File: config.mk
export PLATFORM = sky130hd
export DESIGN_NAME = i2c_master_byte_engine
export DESIGN_NICKNAME = d
export VERILOG_FILES = /design/src/rtl/i2c_mbe_pkg.sv /design/src/rtl/i2c_mbe_core.sv /design/src/rtl/i2c_master_byte_engine.sv
export SDC_FILE = /design/constraint.sdc
export NUM_CORES = 1
export LEC_CHECK = 0
export BUFFER_PORTS_ARGS = -buffer_cell sky130_fd_sc_hd__buf_2
export CAP_MARGIN = 20
export CORE_ASPECT_RATIO = 1.2
export CORE_MARGIN = 4
export CORE_UTILIZATION = 50
export DETAILED_ROUTE_END_ITERATION = 8
export GPL_TIMING_DRIVEN = 0
export PLACE_DENSITY_LB_ADDON = 0.2
export RECOVER_POWER = 100
export SETUP_SLACK_MARGIN = 0.3
export SYNTH_ARGS = -nofsm -noshare
export SYNTH_HDL_FRONTEND = slang
export SYNTH_HIERARCHICAL = 1
export SYNTH_SLANG_ARGS = --single-unit
File: constraint.sdc
create_clock -name clk_i -period 3.8 [get_ports clk_i]
set_clock_uncertainty 0.1 [all_clocks]
set_input_delay 0.19 -clock clk_i [delete_from_list [all_inputs] [get_ports clk_i]]
set_output_delay 0.19 -clock clk_i [all_outputs]
set_load 0.01 [all_outputs]
File: src/rtl/i2c_mbe_pkg.sv
package i2c_mbe_pkg;

  localparam int unsigned CfgIdxW  = 1;
  localparam int unsigned CfgDataW = 16;

  // Configuration register indexes.
  localparam logic [CfgIdxW-1:0] CFG_TICKS_PER_UNIT = 1'd0;
  localparam logic [CfgIdxW-1:0] CFG_ACK_POLL_LIMIT = 1'd1;

  localparam logic [15:0] TICKS_PER_UNIT_RST = 16'd100;
  localparam logic [7:0]  ACK_POLL_LIMIT_RST = 8'd250;

  // Command codes.
  localparam logic [2:0] OP_TICK  = 3'd0;
  localparam logic [2:0] OP_START = 3'd1;
  localparam logic [2:0] OP_STOP  = 3'd2;
  localparam logic [2:0] OP_WRITE = 3'd3;
  localparam logic [2:0] OP_READ  = 3'd4;

  // Sequencer phases.
  localparam logic [4:0] PH_IDLE = 5'd0;
  localparam logic [4:0] PH_ST1  = 5'd1;
  localparam logic [4:0] PH_ST2  = 5'd2;
  localparam logic [4:0] PH_SP1  = 5'd3;
  localparam logic [4:0] PH_SP2  = 5'd4;
  localparam logic [4:0] PH_WL   = 5'd5;
  localparam logic [4:0] PH_WH   = 5'd6;
  localparam logic [4:0] PH_WA   = 5'd7;
  localparam logic [4:0] PH_AL   = 5'd8;
  localparam logic [4:0] PH_AH   = 5'd9;
  localparam logic [4:0] PH_AP   = 5'd10;
  localparam logic [4:0] PH_RL   = 5'd11;
  localparam logic [4:0] PH_RH   = 5'd12;
  localparam logic [4:0] PH_KL   = 5'd13;
  localparam logic [4:0] PH_KH   = 5'd14;

  typedef struct packed {
    logic [2:0] opcode;
    logic [7:0] tx_byte;
    logic       send_ack;
    logic       sda_sample;
  } in_t;

  typedef struct packed {
    logic       scl_level;
    logic       sda_level;
    logic       sda_drive;
    logic       ready_res;
    logic       done_res;
    logic [7:0] rx_byte;
    logic       ack_error;
  } out_t;

  typedef struct packed {
    logic [15:0] ticks_per_unit;
    logic [7:0]  ack_poll_limit;
  } cfg_t;

endpackage

File: src/rtl/i2c_mbe_core.sv
module i2c_mbe_core (
  input  logic              clk_i,
  input  logic              rst_ni,
  input  logic              step_i,
  input  i2c_mbe_pkg::in_t  in_i,
  input  i2c_mbe_pkg::cfg_t cfg_i,
  output i2c_mbe_pkg::out_t res_o
);
  import i2c_mbe_pkg::*;

  logic [4:0]  phase_q, phase_d;
  logic [3:0]  bit_q, bit_d;
  logic [7:0]  shift_q, shift_d;
  logic [15:0] tick_q, tick_d;
  logic [2:0]  unit_q, unit_d;
  logic [7:0]  poll_q, poll_d;
  logic        ack_q, ack_d;
  logic        scl_q, scl_d;
  logic        sda_q, sda_d;
  logic        drv_q, drv_d;
  logic [7:0]  rx_q, rx_d;
  logic        err_q, err_d;
  logic        done;

  logic [15:0] ticks_eff;
  logic [16:0] tick_inc;
  logic [2:0]  unit_inc;
  logic [2:0]  units;
  logic        tick_hit;
  logic        seg_end;
  logic        timed;
  logic [3:0]  bit_inc;

  assign ticks_eff = (cfg_i.ticks_per_unit == '0) ? 16'd1 : cfg_i.ticks_per_unit;
  assign tick_inc  = {1'b0, tick_q} + 17'd1;
  assign unit_inc  = unit_q + 3'd1;
  assign tick_hit  = tick_inc >= {1'b0, ticks_eff};
  assign bit_inc   = bit_q + 4'd1;

  // Segment length in delay units for each timed phase.
  always_comb begin
    case (phase_q)
      PH_ST1, PH_ST2, PH_SP1, PH_SP2: units = 3'd4;
      PH_AL, PH_AH, PH_RH:            units = 3'd1;
      default:                        units = 3'd2;
    endcase
  end

  assign timed   = !(phase_q inside {PH_IDLE, PH_AP});
  assign seg_end = tick_hit && (unit_inc >= units);

  always_comb begin
    phase_d = phase_q;
    bit_d   = bit_q;
    shift_d = shift_q;
    tick_d  = tick_q;
    unit_d  = unit_q;
    poll_d  = poll_q;
    ack_d   = ack_q;
    scl_d   = scl_q;
    sda_d   = sda_q;
    drv_d   = drv_q;
    rx_d    = rx_q;
    err_d   = err_q;
    done    = 1'b0;

    if (timed) begin
      if (tick_hit) begin
        tick_d = '0;
        unit_d = seg_end ? 3'd0 : unit_inc;
      end else begin
        tick_d = tick_inc[15:0];
      end
    end

    case (phase_q)
      PH_IDLE: begin
        case (in_i.opcode)
          OP_START: begin
            {scl_d, sda_d, drv_d} = 3'b111;
            phase_d = PH_ST1;
            tick_d  = '0;
            unit_d  = '0;
          end
          OP_STOP: begin
            {scl_d, sda_d, drv_d} = 3'b001;
            phase_d = PH_SP1;
            tick_d  = '0;
            unit_d  = '0;
          end
          OP_WRITE: begin
            err_d   = 1'b0;
            bit_d   = '0;
            scl_d   = 1'b0;
            sda_d   = in_i.tx_byte[7];
            drv_d   = 1'b1;
            shift_d = {in_i.tx_byte[6:0], 1'b0};
            phase_d = PH_WL;
            tick_d  = '0;
            unit_d  = '0;
          end
          OP_READ: begin
            bit_d   = '0;
            shift_d = '0;
            ack_d   = in_i.send_ack;
            scl_d   = 1'b0;
            drv_d   = 1'b0;
            phase_d = PH_RL;
            tick_d  = '0;
            unit_d  = '0;
          end
          default: begin
          end
        endcase
      end
      PH_ST1: if (seg_end) begin
        sda_d   = 1'b0;
        phase_d = PH_ST2;
      end
      PH_ST2: if (seg_end) begin
        scl_d   = 1'b0;
        phase_d = PH_IDLE;
        done    = 1'b1;
      end
      PH_SP1: if (seg_end) begin
        {scl_d, sda_d, drv_d} = 3'b111;
        phase_d = PH_SP2;
      end
      PH_SP2: if (seg_end) begin
        phase_d = PH_IDLE;
        done    = 1'b1;
      end
      PH_WL: if (seg_end) begin
        scl_d   = 1'b1;
        phase_d = PH_WH;
      end
      PH_WH: if (seg_end) begin
        scl_d   = 1'b0;
        phase_d = PH_WA;
      end
      PH_WA: if (seg_end) begin
        bit_d = bit_inc;
        if (bit_inc < 4'd8) begin
          sda_d   = shift_q[7];
          shift_d = {shift_q[6:0], 1'b0};
          phase_d = PH_WL;
        end else begin
          {scl_d, sda_d, drv_d} = 3'b010;
          phase_d = PH_AL;
        end
      end
      PH_AL: if (seg_end) begin
        scl_d   = 1'b1;
        phase_d = PH_AH;
      end
      PH_AH: if (seg_end) begin
        poll_d  = '0;
        phase_d = PH_AP;
      end
      PH_AP: begin
        if (!in_i.sda_sample) begin
          scl_d   = 1'b0;
          phase_d = PH_IDLE;
          done    = 1'b1;
        end else if (poll_q >= cfg_i.ack_poll_limit) begin
          // No ACK in time: release the bus with a stop and flag it.
          err_d   = 1'b1;
          {scl_d, sda_d, drv_d} = 3'b001;
          phase_d = PH_SP1;
          tick_d  = '0;
          unit_d  = '0;
        end else begin
          poll_d = poll_q + 8'd1;
        end
      end
      PH_RL: if (seg_end) begin
        scl_d   = 1'b1;
        shift_d = {shift_q[6:0], in_i.sda_sample};
        phase_d = PH_RH;
      end
      PH_RH: if (seg_end) begin
        bit_d = bit_inc;
        if (bit_inc < 4'd8) begin
          scl_d   = 1'b0;
          phase_d = PH_RL;
        end else begin
          scl_d   = 1'b0;
          sda_d   = !ack_q;
          drv_d   = 1'b1;
          phase_d = PH_KL;
        end
      end
      PH_KL: if (seg_end) begin
        scl_d   = 1'b1;
        phase_d = PH_KH;
      end
      PH_KH: if (seg_end) begin
        scl_d   = 1'b0;
        rx_d    = shift_q;
        phase_d = PH_IDLE;
        done    = 1'b1;
      end
      default: begin
        phase_d = PH_IDLE;
      end
    endcase
  end

  always_ff @(posedge clk_i or negedge rst_ni) begin
    if (!rst_ni) begin
      phase_q <= PH_IDLE;
      bit_q   <= '0;
      shift_q <= '0;
      tick_q  <= '0;
      unit_q  <= '0;
      poll_q  <= '0;
      ack_q   <= 1'b0;
      scl_q   <= 1'b1;
      sda_q   <= 1'b1;
      drv_q   <= 1'b1;
      rx_q    <= '0;
      err_q   <= 1'b0;
    end else if (step_i) begin
      phase_q <= phase_d;
      bit_q   <= bit_d;
      shift_q <= shift_d;
      tick_q  <= tick_d;
      unit_q  <= unit_d;
      poll_q  <= poll_d;
      ack_q   <= ack_d;
      scl_q   <= scl_d;
      sda_q   <= sda_d;
      drv_q   <= drv_d;
      rx_q    <= rx_d;
      err_q   <= err_d;
    end
  end

  assign res_o.scl_level = scl_d;
  assign res_o.sda_level = sda_d;
  assign res_o.sda_drive = drv_d;
  assign res_o.ready_res = (phase_d == PH_IDLE);
  assign res_o.done_res  = done;
  assign res_o.rx_byte   = rx_d;
  assign res_o.ack_error = err_d;

`ifndef NO_ASSERTIONS
  a_unit_range: assert property (@(posedge clk_i) disable iff (!rst_ni)
    unit_q < 3'd4)
    else $error("unit counter out of range");

  a_done_idle: assert property (@(posedge clk_i) disable iff (!rst_ni)
    res_o.done_res |-> res_o.ready_res)
    else $error("command completed without returning to idle");

  a_write_enters: assert property (@(posedge clk_i) disable iff (!rst_ni)
    (step_i && phase_q == PH_IDLE && in_i.opcode == OP_WRITE)
    |=> (phase_q == PH_WL && !err_q && drv_q && !scl_q))
    else $error("write command did not start the first data bit");
`endif

endmodule

File: src/rtl/i2c_master_byte_engine.sv
// Channel  Direction  Handshake                    Payload
// in       input      in_valid_i / in_ready_o      in_data_i  (one bus tick, optional command)
// out      output     out_valid_o / out_ready_i    out_data_o (line levels and status)
// cfg      input      cfg_we_i                     cfg_idx_i, cfg_wdata_i
//
// Each accepted word is one bus tick and yields one result word in the following cycle.
// A new word is taken every cycle while the sink is not stalling; the single output
// register holds a result while the sink stalls, and input is held off only while
// that register is full and not being taken. Reset puts the bus at SCL high, SDA high
// and driven, with ticks_per_unit 100 and ack_poll_limit 250.
module i2c_master_byte_engine (
  input  logic                                clk_i,
  input  logic                                rst_ni,
  input  logic                                in_valid_i,
  output logic                                in_ready_o,
  input  i2c_mbe_pkg::in_t                    in_data_i,
  output logic                                out_valid_o,
  input  logic                                out_ready_i,
  output i2c_mbe_pkg::out_t                   out_data_o,
  input  logic                                cfg_we_i,
  input  logic [i2c_mbe_pkg::CfgIdxW-1:0]     cfg_idx_i,
  input  logic [i2c_mbe_pkg::CfgDataW-1:0]    cfg_wdata_i
);
  import i2c_mbe_pkg::*;

  cfg_t cfg_q;
  out_t res;
  out_t out_q;
  logic out_valid_q;
  logic accept;

  assign in_ready_o = !out_valid_q || out_ready_i;
  assign accept     = in_valid_i && in_ready_o;

  always_ff @(posedge clk_i or negedge rst_ni) begin
    if (!rst_ni) begin
      cfg_q.ticks_per_unit <= TICKS_PER_UNIT_RST;
      cfg_q.ack_poll_limit <= ACK_POLL_LIMIT_RST;
    end else if (cfg_we_i) begin
      case (cfg_idx_i)
        CFG_TICKS_PER_UNIT: cfg_q.ticks_per_unit <= cfg_wdata_i;
        CFG_ACK_POLL_LIMIT: cfg_q.ack_poll_limit <= cfg_wdata_i[7:0];
        default: begin
        end
      endcase
    end
  end

  i2c_mbe_core u_core (
    .clk_i  (clk_i),
    .rst_ni (rst_ni),
    .step_i (accept),
    .in_i   (in_data_i),
    .cfg_i  (cfg_q),
    .res_o  (res)
  );

  always_ff @(posedge clk_i or negedge rst_ni) begin
    if (!rst_ni) begin
      out_valid_q <= 1'b0;
    end else if (accept) begin
      out_valid_q <= 1'b1;
    end else if (out_ready_i) begin
      out_valid_q <= 1'b0;
    end
  end

  always_ff @(posedge clk_i) begin
    if (accept) begin
      out_q <= res;
    end
  end

  assign out_valid_o = out_valid_q;
  assign out_data_o  = out_q;

`ifndef NO_ASSERTIONS
  a_accept_fills: assert property (@(posedge clk_i) disable iff (!rst_ni)
    accept |=> out_valid_o)
    else $error("accepted word produced no result");

  a_ready_when_empty: assert property (@(posedge clk_i) disable iff (!rst_ni)
    !out_valid_o |-> in_ready_o)
    else $error("input stalled with the output register empty");

  a_out_hold: assert property (@(posedge clk_i) disable iff (!rst_ni)
    (out_valid_o && !out_ready_i) |=> (out_valid_o && $stable(out_data_o)))
    else $error("result word changed while stalled");
`endif

endmodule
==> flow_metrics.env <==
export IMPL_status="finished with violations"
export IMPL_violations="capacitance limit, slew limit"
export IMPL_place_gp_congestion=0.958
export IMPL_nets=819
export IMPL_cts_tree="built"
export IMPL_finalCritPeriodShare=0.984
export IMPL_overflow=0
export IMPL_cts_made_buffers=9
export IMPL_critPathRequiredTime_ps=3960
export IMPL_route_final_wire_length_um=17500
export IMPL_ys_flop_type="dfrtp_1"
export IMPL_tns_ps=0
export IMPL_hold_viol=0
export IMPL_path_cells="nand2b_1, and2_0, buf_2, clkinv_1, nor3_1, o2111ai_4, buf_6, buf_4, o31ai_1"
export IMPL_post_route_util=0.673
export IMPL_crit_slowest_cell="and2_0"
export IMPL_postRouteAntennaNets=0
export IMPL_worst_path_stages=9
export IMPL_area_delta_synth_final_pct=31.1
export IMPL_regToRegSetupSlack_ps=60
export IMPL_io_pins=51
export IMPL_start_util=0.513
export IMPL_synth_net_count=686
export IMPL_synthTopCellsByCount="70 x dfrtp_1, 50 x nand2_1, 42 x mux2_2"
export IMPL_track_usage=0.247
export IMPL_clock_sinks=96
export IMPL_hpwlAfterDp_um=11900
export IMPL_grt_max_degree=66
export IMPL_drt_first_pass_iters=5
export IMPL_cp_num_buf_inv=4
export IMPL_synth_top_area_frac=0.282
export IMPL_synth_area_um2=6220
export IMPL_dr_wl_met2_um=8850
export IMPL_synthTopCellsByArea="dfrtp_1 28%, mux2_2 7.6%, edfxtp_1 6.8%"
export IMPL_powerDensity_nw_per_um2=534
export IMPL_critPathMaxFanout=15
export IMPL_worstRegToRegCells=9
export IMPL_slowest_delay_ps=830
export IMPL_num_rows=44
export IMPL_rsz0062_at_grt="true"
export IMPL_arrival_ps=3900
export IMPL_endpoint="u_core/tick_q[4]"
export IMPL_yosys_warnings=6
export IMPL_portBuffers=50
export IMPL_cp_end_kind="flop"
export IMPL_regArea_um2=2500
export IMPL_layoutNonFillerInstCount=919
export IMPL_grt_pass1_wl_um=27600
export IMPL_synth_async_reset_ratio=0.854
export IMPL_multiInputGateArea_um2=3940
export IMPL_via_per_inst=5.99
export IMPL_wl_met3_um=788
export IMPL_start_kind="flop"
export IMPL_antenna_found_initial=0
export IMPL_num_vias=5504
export IMPL_slew_viol_final=66
export IMPL_path_delay_family="simple AND/OR/NAND/NOR gates"
export IMPL_dieHeight_um=130
export IMPL_fp_dieArea_um2=14300
export IMPL_drc_errors=0
export IMPL_syn_avg_cell_area_um2=10.0
export IMPL_layout_drive_gt1_share=0.356
export IMPL_drt_iter0_drc=281
export IMPL_clockBufferDepth=2
export IMPL_max_cap_violations=1
export IMPL_ys_seq_elements=96
export IMPL_clk_pin_slew_worst_paths_ps=70
export IMPL_fp_coreArea_um2=12100
export IMPL_peakVddDrop_uv=320
export IMPL_cts_root_buf="clkbuf_16"
export IMPL_crit_type="flop to flop"
export IMPL_synth_edf_count=14
export IMPL_synthCells=620
export IMPL_clk_latency_ps=360
export IMPL_r2r_end="u_core/tick_q[4]"
export IMPL_insertedDiodeCount=0
export IMPL_avgRoutedWirePerCell_um=19.1
export IMPL_yosysMostFrequentCell="dfrtp_1"
export IMPL_slew_headroom=-0.0863
export IMPL_worst_slew_pin_slew_ps=1630
export IMPL_min_period_ps=3740
export IMPL_yosys_area_top_type="dfrtp_1"
export IMPL_dpl_cell_count=832
export IMPL_n_fill_cell=959
export IMPL_synth_distinct_cells=81
export IMPL_highest_layer="met4"
export IMPL_met1Wirelength_um=7160
export IMPL_die_w_um=110
export IMPL_crit_start="out_valid_o"
export IMPL_htree_levels=3
export IMPL_p_leak_nw=3.52
export IMPL_r2r_start="out_valid_o"
export IMPL_hp_class="primary input to flop"
export IMPL_ys_seq_area_frac=0.400
export IMPL_setup_violations=0
export IMPL_grt_pass1_vias=5601
export IMPL_hold_slack_ps=35.7
export IMPL_max_freq_mhz=267
[area by class of cell]
| type | instances | area share |
|---|---|---|
| buffer | 33 | 0.0237 |
| clock buffer | 9 | 0.0276 |
| clock inverter | 7 | 0.00660 |
| inverter | 36 | 0.0166 |
| multi-input combinational | 455 | 0.483 |
| sequential | 96 | 0.307 |
| tap | 161 | 0.0247 |
| timing repair buffer | 122 | 0.111 |
[worst min path at each step]
stage / startpoint / to / cells past startpoint
6_report: out_ready_i / out_valid_o / 3
5_1_grt: out_ready_i / out_valid_o / 3
3_3_place_gp: in_valid_i / out_valid_o / 2
4_1_cts: out_ready_i / out_valid_o / 3
3_5_place_dp: rst_ni / cfg_q[0] / 1
2_1_floorplan: rst_ni / cfg_q[0] / 0
[through the flow]
stage | setup WS (ps) | cell area (um^2) | total power, mW
5_1_grt | -41.4 | 8150 | 4.62
3_3_place_gp | -322 | 6710 | 2.97
2_1_floorplan | 327 | 6260 | 2.56
6_report | 60.3 | 8150 | 4.35
4_1_cts | 136 | 7790 | 4.21
3_5_place_dp | -332 | 6740 | 3.02
[kinds of logic (layout without fill, tap and decap cells)]
| logic type | count (synthesis) | after routing | synth area share |
|---|---|---|---|
| simple gates | 191 | 191 | 0.170 |
| compound gates | 158 | 158 | 0.182 |
| flops | 96 | 96 | 0.400 |
| buf+inv | 69 | 207 | 0.0515 |
| mux | 55 | 55 | 0.105 |
| fa+ha+maj | 31 | 31 | 0.0624 |
| xor+xnor | 20 | 20 | 0.0282 |
[where the power goes]
group | switching [mW] | total [mW] | internal (mW)
registers | 0.169 | 1.43 | 1.26
logic | 1.16 | 2.05 | 0.884
clock network | 0.427 | 0.879 | 0.451
[repair_timing]
item                                    CTS  global route
pin swaps                                35            31
hold buffers                             19             0
buffers inserted                         39            12
cloned                                    0             1
gates resized for setup                  57            87
endpoints found under the setup margin   67            64
endpoints found under the hold margin    97             0
[tightest hold or removal path: stages]
cell	delay [ps]
buf_2	70
nand2b_1	130
nand2b_1	60
[cell usage in the layout (no fill, tap or decap), types with 14 or more instances in the layout]
cell and n:
buf_2 29, nand3_1 17, dlygate4sd3_1 19, inv_1 34, ha_1 30, clkbuf_1 39, o31ai_1 14, edfxtp_1 14
buf_6 20, dfrtp_1 62, nand2_1 47, nor2_1 18, mux2_2 36, o21ai_0 22, buf_4 39
[routing by layer]
layer,global-route usage,vias up
li1,-,2571
met1,0.302,2702
met2,0.413,174
met3,0.0426,57
met4,0.134,0
met5,0,-
[state kept, by name (all words and copies together) (netlist names)]
name / flops
u_core/bit_q: 4
out_data_o: 14
u_core/poll_q: 8
u_core/unit_q: 3
u_core/err_q: 1
u_core/scl_q: 1
u_core/tick_q: 16
u_core/phase_q: 5
out_valid_o: 1
u_core/shift_q: 8
u_core/ack_q: 1
u_core/drv_q: 1
u_core/rx_q: 8
cfg_q: 24
u_core/sda_q: 1
Power figures use the tool's default switching activity.
